**config.mk**
```make
export PLATFORM = sky130hd
export DESIGN_NAME = time_tagged_command_queue_core_flat
export DESIGN_NICKNAME = d
export VERILOG_FILES = /design/src/rtl/core/tqc_pkg.sv /design/src/rtl/core/tqc_cmd_if.sv /design/src/rtl/core/tqc_res_if.sv /design/src/rtl/core/tqc_store.sv /design/src/rtl/core/time_tagged_command_queue_core.sv /design/src/flat_wrapper.sv
export SDC_FILE = /design/constraint.sdc
export NUM_CORES = 1
export LEC_CHECK = 0
export BUFFER_PORTS_ARGS = -buffer_cell sky130_fd_sc_hd__buf_2
export CORE_MARGIN = 2
export CORE_UTILIZATION = 65
export CTS_CLUSTER_SIZE = 30
export DETAILED_ROUTE_END_ITERATION = 10
export PLACE_DENSITY = 0.85
export SLEW_MARGIN = 20
export SYNTH_ARGS = -nofsm -noshare
export SYNTH_HDL_FRONTEND = slang
export SYNTH_SLANG_ARGS = --single-unit
```
**constraint.sdc**
```tcl
create_clock -name clk -period 6.1 [get_ports clk]
set_clock_uncertainty 0.2 [all_clocks]
set_input_delay 0.305 -clock clk [delete_from_list [all_inputs] [get_ports clk]]
set_output_delay 0.305 -clock clk [all_outputs]
set_load 0.05 [all_outputs]
```
**src/rtl/core/tqc_pkg.sv**
```systemverilog
// Package for the time-tagged command queue: field widths, entry layout,
// command and status codes. No dependencies.
package tqc_pkg;

	localparam int QUEUE_DEPTH = 16;
	localparam int TIME_W = 32;
	localparam int CODE_W = 8;

	localparam logic CMD_SCHEDULE = 1'b0;
	localparam logic CMD_CHECK = 1'b1;

	typedef enum logic [1:0] {
		ST_OK = 2'd0,
		ST_FULL = 2'd1,
		ST_EMPTY = 2'd2,
		ST_NOT_DUE = 2'd3
	} status_t;

	typedef struct packed {
		logic [TIME_W-1:0] tag;
		logic [CODE_W-1:0] code;
	} entry_t;

endpackage

```
**src/rtl/core/tqc_cmd_if.sv**
```systemverilog
// Command channel of the time-tagged command queue: valid, ready and payload.
// Depends on tqc_pkg for field widths.
interface tqc_cmd_if;
	logic valid;
	logic ready;
	logic command;
	logic [tqc_pkg::TIME_W-1:0] time_value;
	logic [tqc_pkg::CODE_W-1:0] request_in;

	modport source(output valid, command, time_value, request_in, input ready);
	modport sink(input valid, command, time_value, request_in, output ready);
endinterface

```
**src/rtl/core/tqc_res_if.sv**
```systemverilog
// Result channel of the time-tagged command queue: valid, ready and payload.
// Depends on tqc_pkg for field widths and the status codes.
interface tqc_res_if;
	logic valid;
	logic ready;
	logic due_valid;
	logic [tqc_pkg::CODE_W-1:0] request_out;
	tqc_pkg::status_t status;

	modport source(output valid, due_valid, request_out, status, input ready);
	modport sink(input valid, due_valid, request_out, status, output ready);
endinterface

```
**src/rtl/core/tqc_store.sv**
```systemverilog
// Entry store of the time-tagged command queue: one write port and one read
// port with registered read data. Depends on tqc_pkg for the entry layout.
module tqc_store #(
	parameter int QUEUE_DEPTH = tqc_pkg::QUEUE_DEPTH
) (
	input logic clk,
	input logic we,
	input logic [$clog2(QUEUE_DEPTH)-1:0] waddr,
	input tqc_pkg::entry_t wdata,
	input logic [$clog2(QUEUE_DEPTH)-1:0] raddr,
	output tqc_pkg::entry_t rdata
);

	tqc_pkg::entry_t mem [QUEUE_DEPTH];
	tqc_pkg::entry_t rdata_q;

	always_ff @(posedge clk) begin
		if (we) begin
			mem[waddr] <= wdata;
		end
	end

	always_ff @(posedge clk) begin
		rdata_q <= mem[raddr];
	end

	assign rdata = rdata_q;

endmodule

```
**src/rtl/core/time_tagged_command_queue_core.sv**
```systemverilog
// Top level of the time-tagged command queue: a sorted store walked by one
// comparator under a small sequencer. Depends on tqc_pkg, tqc_cmd_if,
// tqc_res_if and tqc_store.
//
//   port   direction  words carried
//   cmd    in         command, time_value, request_in
//   rsp    out        due_valid, request_out, status
//
// After a command is taken, cmd.ready stays low while the block works: on a
// schedule, until each queued entry with a later tag has moved up one place;
// on a check that finds nothing due, through a compare of the head entry; on
// a pop, until the entries behind it have shifted down; on a full queue or an
// empty check, only through the result state. The store's single read port
// and the comparator walk one entry a cycle. Reset empties the queue at once.
// A waiting result does not block the next command; only the hand-over of the
// following result waits for rsp.ready, and the block stays busy until it does.
module time_tagged_command_queue_core #(
	parameter int QUEUE_DEPTH = tqc_pkg::QUEUE_DEPTH
) (
	input logic clk,
	input logic arst_n,
	tqc_cmd_if.sink cmd,
	tqc_res_if.source rsp
);

	localparam int AW = $clog2(QUEUE_DEPTH);
	localparam int CW = $clog2(QUEUE_DEPTH + 1);

	typedef enum logic [4:0] {
		S_IDLE = 5'b00001,
		S_SCMP = 5'b00010,
		S_CCMP = 5'b00100,
		S_CSH = 5'b01000,
		S_FIN = 5'b10000
	} state_t;

	state_t state_q;
	logic [CW-1:0] count_q;
	logic [AW-1:0] idx_q;
	logic [tqc_pkg::TIME_W-1:0] tag_q;
	logic [tqc_pkg::CODE_W-1:0] code_q;
	logic res_due_q;
	logic [tqc_pkg::CODE_W-1:0] res_code_q;
	tqc_pkg::status_t res_status_q;
	logic out_valid_q;
	logic out_due_q;
	logic [tqc_pkg::CODE_W-1:0] out_code_q;
	tqc_pkg::status_t out_status_q;

	logic accept;
	logic is_full;
	logic is_empty;
	logic later;
	logic shift_up;
	logic sh_last;
	logic out_free;
	logic we;
	logic [AW-1:0] waddr;
	logic [AW-1:0] raddr;
	tqc_pkg::entry_t wdata;
	tqc_pkg::entry_t rd_data;

	tqc_store #(
		.QUEUE_DEPTH(QUEUE_DEPTH)
	) u_store (
		.clk(clk),
		.we(we),
		.waddr(waddr),
		.wdata(wdata),
		.raddr(raddr),
		.rdata(rd_data)
	);

	assign accept = cmd.valid && cmd.ready;
	assign is_full = (count_q == CW'(QUEUE_DEPTH));
	assign is_empty = (count_q == '0);
	// The one shared comparator: stored tag against the held tag or time.
	assign later = (rd_data.tag > tag_q);
	assign shift_up = (idx_q != '0) && later;
	assign sh_last = ((CW'(idx_q) + CW'(1)) == count_q);
	assign out_free = !out_valid_q || rsp.ready;

	always_comb begin
		we = 1'b0;
		waddr = idx_q;
		wdata = rd_data;
		raddr = '0;
		case (state_q)
			S_IDLE: begin
				raddr = (cmd.command == tqc_pkg::CMD_CHECK) ? '0 : AW'(count_q - CW'(1));
			end
			S_SCMP: begin
				we = 1'b1;
				waddr = idx_q;
				wdata = shift_up ? rd_data : {tag_q, code_q};
				raddr = idx_q - AW'(2);
			end
			S_CCMP: begin
				raddr = AW'(1);
			end
			S_CSH: begin
				we = 1'b1;
				waddr = idx_q - AW'(1);
				wdata = rd_data;
				raddr = idx_q + AW'(1);
			end
			default: begin
				raddr = '0;
			end
		endcase
	end

	always_ff @(posedge clk or negedge arst_n) begin
		if (!arst_n) begin
			state_q <= S_IDLE;
			count_q <= '0;
		end else begin
			case (state_q)
				S_IDLE: begin
					if (accept) begin
						if (cmd.command == tqc_pkg::CMD_SCHEDULE) begin
							state_q <= is_full ? S_FIN : S_SCMP;
						end else begin
							state_q <= is_empty ? S_FIN : S_CCMP;
						end
					end
				end
				S_SCMP: begin
					if (!shift_up) begin
						count_q <= count_q + CW'(1);
						state_q <= S_FIN;
					end
				end
				S_CCMP: begin
					if (later) begin
						state_q <= S_FIN;
					end else if (count_q == CW'(1)) begin
						count_q <= count_q - CW'(1);
						state_q <= S_FIN;
					end else begin
						state_q <= S_CSH;
					end
				end
				S_CSH: begin
					if (sh_last) begin
						count_q <= count_q - CW'(1);
						state_q <= S_FIN;
					end
				end
				S_FIN: begin
					if (out_free) begin
						state_q <= S_IDLE;
					end
				end
				default: begin
					state_q <= S_IDLE;
				end
			endcase
		end
	end

	always_ff @(posedge clk) begin
		case (state_q)
			S_IDLE: begin
				if (accept) begin
					tag_q <= cmd.time_value;
					code_q <= cmd.request_in;
					idx_q <= AW'(count_q);
					res_due_q <= 1'b0;
					res_code_q <= '0;
					if (cmd.command == tqc_pkg::CMD_SCHEDULE) begin
						res_status_q <= is_full ? tqc_pkg::ST_FULL : tqc_pkg::ST_OK;
					end else begin
						res_status_q <= is_empty ? tqc_pkg::ST_EMPTY : tqc_pkg::ST_OK;
					end
				end
			end
			S_SCMP: begin
				if (shift_up) begin
					idx_q <= idx_q - AW'(1);
				end
			end
			S_CCMP: begin
				idx_q <= AW'(1);
				if (later) begin
					res_status_q <= tqc_pkg::ST_NOT_DUE;
				end else begin
					res_due_q <= 1'b1;
					res_code_q <= rd_data.code;
					res_status_q <= tqc_pkg::ST_OK;
				end
			end
			S_CSH: begin
				idx_q <= idx_q + AW'(1);
			end
			S_FIN: begin
				if (out_free) begin
					out_due_q <= res_due_q;
					out_code_q <= res_code_q;
					out_status_q <= res_status_q;
				end
			end
			default: begin
				idx_q <= idx_q;
			end
		endcase
	end

	always_ff @(posedge clk or negedge arst_n) begin
		if (!arst_n) begin
			out_valid_q <= 1'b0;
		end else if (state_q == S_FIN && out_free) begin
			out_valid_q <= 1'b1;
		end else if (rsp.ready) begin
			out_valid_q <= 1'b0;
		end
	end

	assign cmd.ready = (state_q == S_IDLE);
	assign rsp.valid = out_valid_q;
	assign rsp.due_valid = out_due_q;
	assign rsp.request_out = out_code_q;
	assign rsp.status = out_status_q;

`ifndef SYNTHESIS
	a_count_bound: assert property (@(posedge clk) disable iff (!arst_n)
		count_q <= CW'(QUEUE_DEPTH))
		else $error("Entry count exceeds the queue depth.");

	a_busy_after_accept: assert property (@(posedge clk) disable iff (!arst_n)
		accept |=> !cmd.ready)
		else $error("Command channel ready right after a command was taken.");

	a_count_moves: assert property (@(posedge clk) disable iff (!arst_n)
		(count_q != $past(count_q)) |-> ($past(state_q) == S_SCMP ||
		$past(state_q) == S_CCMP || $past(state_q) == S_CSH))
		else $error("Entry count changed outside a queue update.");

	a_pop_status: assert property (@(posedge clk) disable iff (!arst_n)
		(rsp.valid && rsp.due_valid) |-> (rsp.status == tqc_pkg::ST_OK))
		else $error("Popped entry reported with a failure status.");
`endif

endmodule
```
**src/flat_wrapper.sv**
```systemverilog
// flat-port wrapper written by rule: the top's interface ports become plain ports
module time_tagged_command_queue_core_flat 
#(
	parameter int QUEUE_DEPTH = tqc_pkg::QUEUE_DEPTH
)
  (clk, arst_n, cmd_valid, cmd_command, cmd_time_value, cmd_request_in, cmd_ready, rsp_valid, rsp_due_valid, rsp_request_out, rsp_status, rsp_ready);
  tqc_cmd_if cmd_i ();
  tqc_res_if rsp_i ();
  input logic clk;
  input logic arst_n;
  input wire logic [$bits(cmd_i.valid)-1:0] cmd_valid;
  input wire logic [$bits(cmd_i.command)-1:0] cmd_command;
  input wire logic [$bits(cmd_i.time_value)-1:0] cmd_time_value;
  input wire logic [$bits(cmd_i.request_in)-1:0] cmd_request_in;
  output wire logic [$bits(cmd_i.ready)-1:0] cmd_ready;
  output wire logic [$bits(rsp_i.valid)-1:0] rsp_valid;
  output wire logic [$bits(rsp_i.due_valid)-1:0] rsp_due_valid;
  output wire logic [$bits(rsp_i.request_out)-1:0] rsp_request_out;
  output wire logic [$bits(rsp_i.status)-1:0] rsp_status;
  input wire logic [$bits(rsp_i.ready)-1:0] rsp_ready;
  assign cmd_i.valid = cmd_valid;
  assign cmd_i.command = cmd_command;
  assign cmd_i.time_value = cmd_time_value;
  assign cmd_i.request_in = cmd_request_in;
  assign cmd_ready = cmd_i.ready;
  assign rsp_valid = rsp_i.valid;
  assign rsp_due_valid = rsp_i.due_valid;
  assign rsp_request_out = rsp_i.request_out;
  assign rsp_status = rsp_i.status;
  assign rsp_i.ready = rsp_ready;
  time_tagged_command_queue_core #(.QUEUE_DEPTH(QUEUE_DEPTH)) u_core (.clk(clk), .arst_n(arst_n), .cmd(cmd_i), .rsp(rsp_i));
endmodule
```
==> flow_summary.ini, run 1 <==
[power_and_ir_drop]
fin_total_pwr_mw = 17.1
power.density_nw_per_um2 = 511
ir_worst_vdd_v = 0.000756
p_leak_nw = 11.7

[yosys]
syn_nets = 1953
synth_top_area_cell = edfxtp_1
synth-main-ff-cell = edfxtp_1
synth_seq_cells = 757
synth_area_per_cell_sq_um = 15.9
ys_seq_area_frac = 0.751
synth_cell_types = 77
syn_area_sq_um = 29700
synth_async_sr_flop_share = 0.0145
synth_top_area_share = 0.714
synthTopCellsByArea = edfxtp_1 71%, nand2_1 2.7%, dfxtp_1 2.7%
synth_edf_count = 706
syn_inst = 1866
ys_warn_count = 0

[placed_design]
place.gp.congestion = 0.924
port-buffer-count = 57
hpwl_mm = 38.6

[clocking]
ctsHtreeMaxLevel = 3
numCtsBuffers = 71
cts_sinks = 757
cts_root_buf = clkbuf_16
cts_resized = 0
clk_path_buf_depth = 3
path_clk_slew_ns = 0.07
cts_tree = yes
clock_latency_ns = 0.62

[grt]
grt_max_degree = 158
grt_use_met2 = 0.487
gr-usage-met3 = 0.0709
grt_pass1_wl_mm = 111
grt_pass1_vias = 18000
grt-ovfl-total = 0
grt.busiest_layer = met2
grt_antenna_before_repair = 2
grtUsageTotal = 0.319
grt_util_met1 = 0.439

[final_layout]
final_common_cell = edfxtp_1
nets = 2057
area_growth_pct = 12.6
layout_common_cells = 706 x edfxtp_1, 215 x nand2_1, 91 x o22ai_1
drive_gt1_frac = 0.143
utilization = 0.739

[detailed_routing]
vias = 18400
drc = 0
drt_iter0_drc = 3161
vias_per_cell = 6.98
wirelength_mm = 74.8
drt.antenna.violating_nets = 0
routedWlPerCell_um = 28.5
drt_pre_antenna_iters = 7

[worst_setup_path]
worstSetupStartpointType = register
required_ns = 6.20
crit_path_end_kind = register
worst_ep_arrival_time_ns = 4.91
crit_fanout = 16
worstSetupPathType = reg2reg

[floorplan]
die_h_um = 218
die_w_um = 218
core_sq_um = 45200
io_pins = 58
start_util = 0.657
die_area_sq_um = 47400
std_cell_rows = 78

[timing]
tightest_slew_ns = 1.18
rsz0062_at_grt = false
finalCritPeriodShare = 0.788
fin_crit_ns = 4.80
fmax_mhz = 208
hold_viol = 0
finalSetupViolCount = 0
slew_headroom = 0.212
maxSlewViolCount = 0
setup_tns_ns = 0

[outcome]
status = finished, final reports clean

[worst_hold_path]
hold_class = in2reg

[run]
drv_cap = 0
Yosys cell counts (all sizes together) (3+ instances only):
master / n
a221o: 4
or2: 4
clkbuf: 57
xor2: 7
inv: 48
nand2: 217
xnor2: 9
nor3b: 3
buf: 56
dfxtp: 40
dfrtp: 10
nor3: 10
a311oi: 15
nand4: 9
o21ai: 16
edfxtp: 706
a21oi: 21
mux2: 41
o22ai: 101
a211oi: 62
a31oi: 41
or4: 21
ha: 42
nor4: 6
mux4: 3
nand3: 12
and3: 50
mux2i: 62
nand2b: 9
o21bai: 3
o211ai: 3
a22oi: 3
a21o: 4
nor2: 35
a211o: 4
or3: 21
o221ai: 81
power by group:
| group | leakage, nW | switching, mW | total, mW | internal (mW) |
|---|---|---|---|---|
| sequential | 6.87 | 0.362 | 7.36 | 7.00 |
| combinational | 3.77 | 3.66 | 5.42 | 1.76 |
| clock | 1.09 | 1.87 | 4.28 | 2.41 |
| total | 11.7 | 5.89 | 17.1 | 11.2 |
what timing repair did:
action                                 in CTS  in global routing
endpoints found under the hold margin      55                  0
setup buffers                               0                  0
hold buffers                               47                  0
setup endpoints to repair                   0                  0
layout make-up:
cell class / instances / area [sq um]
well taps: 600 / 751
diodes: 2 / 5.00
clock buffers: 100 / 1950
flip-flops and latches: 757 / 22300
repair buffers: 144 / 1140
clock inverters: 31 / 267
multi-input cells: 947 / 6840
inverters: 49 / 184
fillers: 2402 / 11800
cells by family (layout without fill, tap and decap cells):
kind of cell    after synthesis  in the layout  synth area share
other cells                   0              2                 0
fa+ha+maj                    42             42            0.0177
flops                       757            757             0.751
simple gates                406            406            0.0671
mux                         106            106            0.0387
compound gates              376            376            0.0948
xor+xnor                     17             17           0.00552
buf+inv                     162            324            0.0256
critical path: stages (launching register included):
cell and delay [ns]:
edfxtp_1 0.37, inv_1 0.05, ha_1 0.33, nand4_1 0.19, nor4_1 0.75, a21boi_0 0.29, o31a_1 0.36, nor2_1 0.24
o21ai_4 0.73, buf_4 0.45, mux2_2 0.51
metrics by stage:
stage,setup slack [ns],area [sq um],hold WS (ns),instances
2_1_floorplan,1.94,29700,-0.191,1866
3_3_place_gp,1.61,30700,0.0101,2448
3_5_place_dp,1.59,30700,0.00322,2448
4_1_cts,1.55,33300,0.184,2626
5_1_grt,1.33,33400,0.197,2628
6_report,1.30,33400,0.203,2630
state kept, by name, summed over array words and instances (netlist names):
register	flops
u_core.count_q	5
u_core.res_code_q	8
u_core.rsp.request_out	8
u_core.res_status_q	2
u_core.idx_q	4
u_core.rsp.due_valid	1
u_core.rsp.valid	1
u_core.state_q	5
u_core.u_store.rdata	40
u_core.rsp.status	2
u_core.code_q	8
u_core.u_store.mem	640
u_core.tag_q	32
u_core.res_due_q	1
worst paths after layout:
| kind | cells past startpoint | slack (ns) | startpoint | endpoint |
|---|---|---|---|---|
| setup / recovery | 10 | 1.30 | u_core.tag_q[30]$_DFFE_PP_ | u_core.u_store.mem[13][3]$_DFFE_PP_ |
| hold / removal | 2 | 0.20 | cmd_time_value[3] | u_core.tag_q[3]$_DFFE_PP_ |
| setup reg to reg | 10 | 1.30 | u_core.tag_q[30]$_DFFE_PP_ | u_core.u_store.mem[13][3]$_DFFE_PP_ |
| hold reg to reg | 0 | 0.22 | u_core.res_code_q[6]$_SDFFCE_PN0P_ | u_core.rsp.request_out[6]$_DFFE_PP_ |
| max in group asynchronous | 4 | 4.13 | arst_n | u_core.count_q[4]$_DFFE_PN0P_ |
| min in group asynchronous | 3 | 0.56 | arst_n | u_core.state_q[0]$_DFFE_PN1P_ |
routing by layer:
metal | vias up | share of wire
met5 | - | 0.00015
met4 | 2 | 0.040
met3 | 254 | 0.13
met2 | 1566 | 0.47
met1 | 8921 | 0.36
li1 | 7611 | -
Note: power is estimated with default switching activity, not from simulation.
==> inputs of run 2 (changes only) <==
- CORE_UTILIZATION: 65 -> 56
- PLACE_DENSITY: 0.85 -> 0.78
- clock period: 6.1 -> 4 ns (I/O delays scaled with it)
==> run 2 against run 1 <==
Die area rose by 16%. Sequential cell count did not move. Largest power group unchanged. Global-route usage fell by 4.5 points. First-iteration DRC count fell by 17%. Register-to-register slack got worse by 1.1 ns. Highest routed layer is now met4.
==> flow_summary.ini, run 2 (synthesis gave the netlist of run 1 again) <==
[worst_setup_path]
worstSetupPathType = reg2reg
crit_fanout = 16
required_ns = 4.11
rrSetupSlack_ns = 0.15
worstSetupStartpointType = register
worst_ep_arrival_time_ns = 3.97
crit_path_end_kind = register

[final_layout]
area_growth_pct = 16.1
largest_register = u_core.u_store.mem
layout_common_cells = 706 x edfxtp_1, 215 x nand2_1, 91 x o22ai_1
design_area_sq_um = 34500
final_common_cell = edfxtp_1
largest_register_ffs = 640
utilization = 0.657
drive_gt1_frac = 0.163
nets = 2081

[detailed_routing]
routedWlPerCell_um = 27.1
vias_per_cell = 6.57
drt.antenna.violating_nets = 0
drt_iter0_drc = 2625
vias = 18100
drc = 0
wirelength_mm = 74.6
drt_pre_antenna_iters = 5

[grt]
grt_max_degree = 113
grt-ovfl-total = 0
grt_pass1_wl_mm = 110
grt_antenna_before_repair = 3
grtUsageTotal = 0.274
grt_pass1_vias = 17700

[power_and_ir_drop]
ir_worst_vdd_v = 0.000556
p_leak_nw = 12.1
fin_total_pwr_mw = 27.2
power.density_nw_per_um2 = 790

[placed_design]
port-buffer-count = 57
hpwl_mm = 38.2
place.gp.congestion = 0.877
dpl_cell_area_sq_um = 31300

[floorplan]
io_pins = 58
start_util = 0.566
die_w_um = 234
die_area_sq_um = 54900
core_sq_um = 52400
std_cell_rows = 84
die_h_um = 234

[clocking]
cts_root_buf = clkbuf_16
clock_latency_ns = 0.63
cts_sinks = 757
clk_path_buf_depth = 3
path_clk_slew_ns = 0.06
ctsHtreeMaxLevel = 3
cts_tree = yes
cts_setup_buffers = 0
numCtsBuffers = 78

[timing]
setup_tns_ns = 0
maxSlewViolCount = 0
slew_headroom = 0.326
hold_viol = 0
fin_crit_ns = 3.85
finalCritPeriodShare = 0.963
fmax_mhz = 260
tightest_slew_ns = 1.01
rsz0062_at_grt = false
finalSetupViolCount = 0

[run]
drv_cap = 0

[worst_hold_path]
hold_class = in2reg

[outcome]
status = finished, final reports clean
-- run 2: cell types whose count changed in the layout (fill, tap and decap cells not counted), moves of 2 or more --
| cell | change |
|---|---|
| bufinv_16 | +7 |
| clkbuf_16 | +7 |
| clkinv_8 | +2 |
| clkbuf_8 | +3 |
| clkinvlp_4 | +6 |
| clkinv_1 | +3 |
| buf_4 | -7 |
| buf_12 | +27 |
| clkbuf_1 | -17 |
| buf_16 | -2 |
-- run 2: power by group --
part | switching, mW | internal [mW] | total, mW | leakage [nW]
clock | 3.09 | 4.52 | 7.61 | 1.32
combinational | 5.58 | 2.86 | 8.44 | 3.95
sequential | 0.512 | 10.7 | 11.2 | 6.87
total | 9.18 | 18.0 | 27.2 | 12.1
-- run 2: critical path: stages (launching register included) --
cell and delay, ns:
edfxtp_1 0.40, inv_1 0.06, ha_1 0.32, nand4_1 0.24, nor4_4 0.45, a21boi_0 0.23
o31a_1 0.38, nor2_1 0.15, o21ai_4 0.27, buf_4 0.32, mux2_2 0.49
-- run 2: final cells by class --
| class | count | area (sq um) |
|---|---|---|
| clock inverters | 53 | 632 |
| repair buffers | 161 | 1560 |
| multi-input cells | 947 | 6860 |
| clock buffers | 93 | 2100 |
| fillers | 3383 | 18000 |
| flip-flops and latches | 757 | 22300 |
| inverters | 49 | 184 |
| diodes | 1 | 2.50 |
| well taps | 688 | 861 |
-- run 2: metal layers --
layer | global-route usage | share of wire
met1 | 0.379 | 0.38
met2 | 0.431 | 0.48
met3 | 0.0500 | 0.10
met4 | 0.116 | 0.038
met5 | 0 | 0
-- run 2: path summary, 6_finish.rpt --
| path | from | end | cells after the start |
|---|---|---|---|
| max | u_core.tag_q[31]$_DFFE_PP_ | u_core.u_store.mem[3][18]$_DFFE_PP_ | 10 |
| min | cmd_time_value[14] | u_core.tag_q[14]$_DFFE_PP_ | 2 |
| max reg2reg | u_core.tag_q[31]$_DFFE_PP_ | u_core.u_store.mem[3][18]$_DFFE_PP_ | 10 |
| min reg2reg | u_core.res_due_q$_DFFE_PP_ | u_core.rsp.due_valid$_DFFE_PP_ | 0 |
| max in group asynchronous | arst_n | u_core.rsp.valid$_DFFE_PN0P_ | 4 |
| min in group asynchronous | arst_n | u_core.state_q[0]$_DFFE_PN1P_ | 3 |
-- run 2: through the flow --
| step | setup WS, ns | cells | hold slack, ns |
|---|---|---|---|
| after CTS | 0.0671 | 2748 | 0.0587 |
| after global routing | 0.0231 | 2749 | 0.0793 |
| final | 0.147 | 2749 | 0.0785 |
| after floorplan | -0.161 | 1866 | -0.296 |
| after detailed placement | 0.109 | 2555 | -0.114 |
| after global placement | 0.0696 | 2555 | -0.119 |
-- run 2: repair_timing --
item / in CTS / in global routing
hold endpoints to repair: 58 / 0
hold buffers: 47 / 0
resized for setup: 0 / 2
setup endpoints to repair: 0 / 640
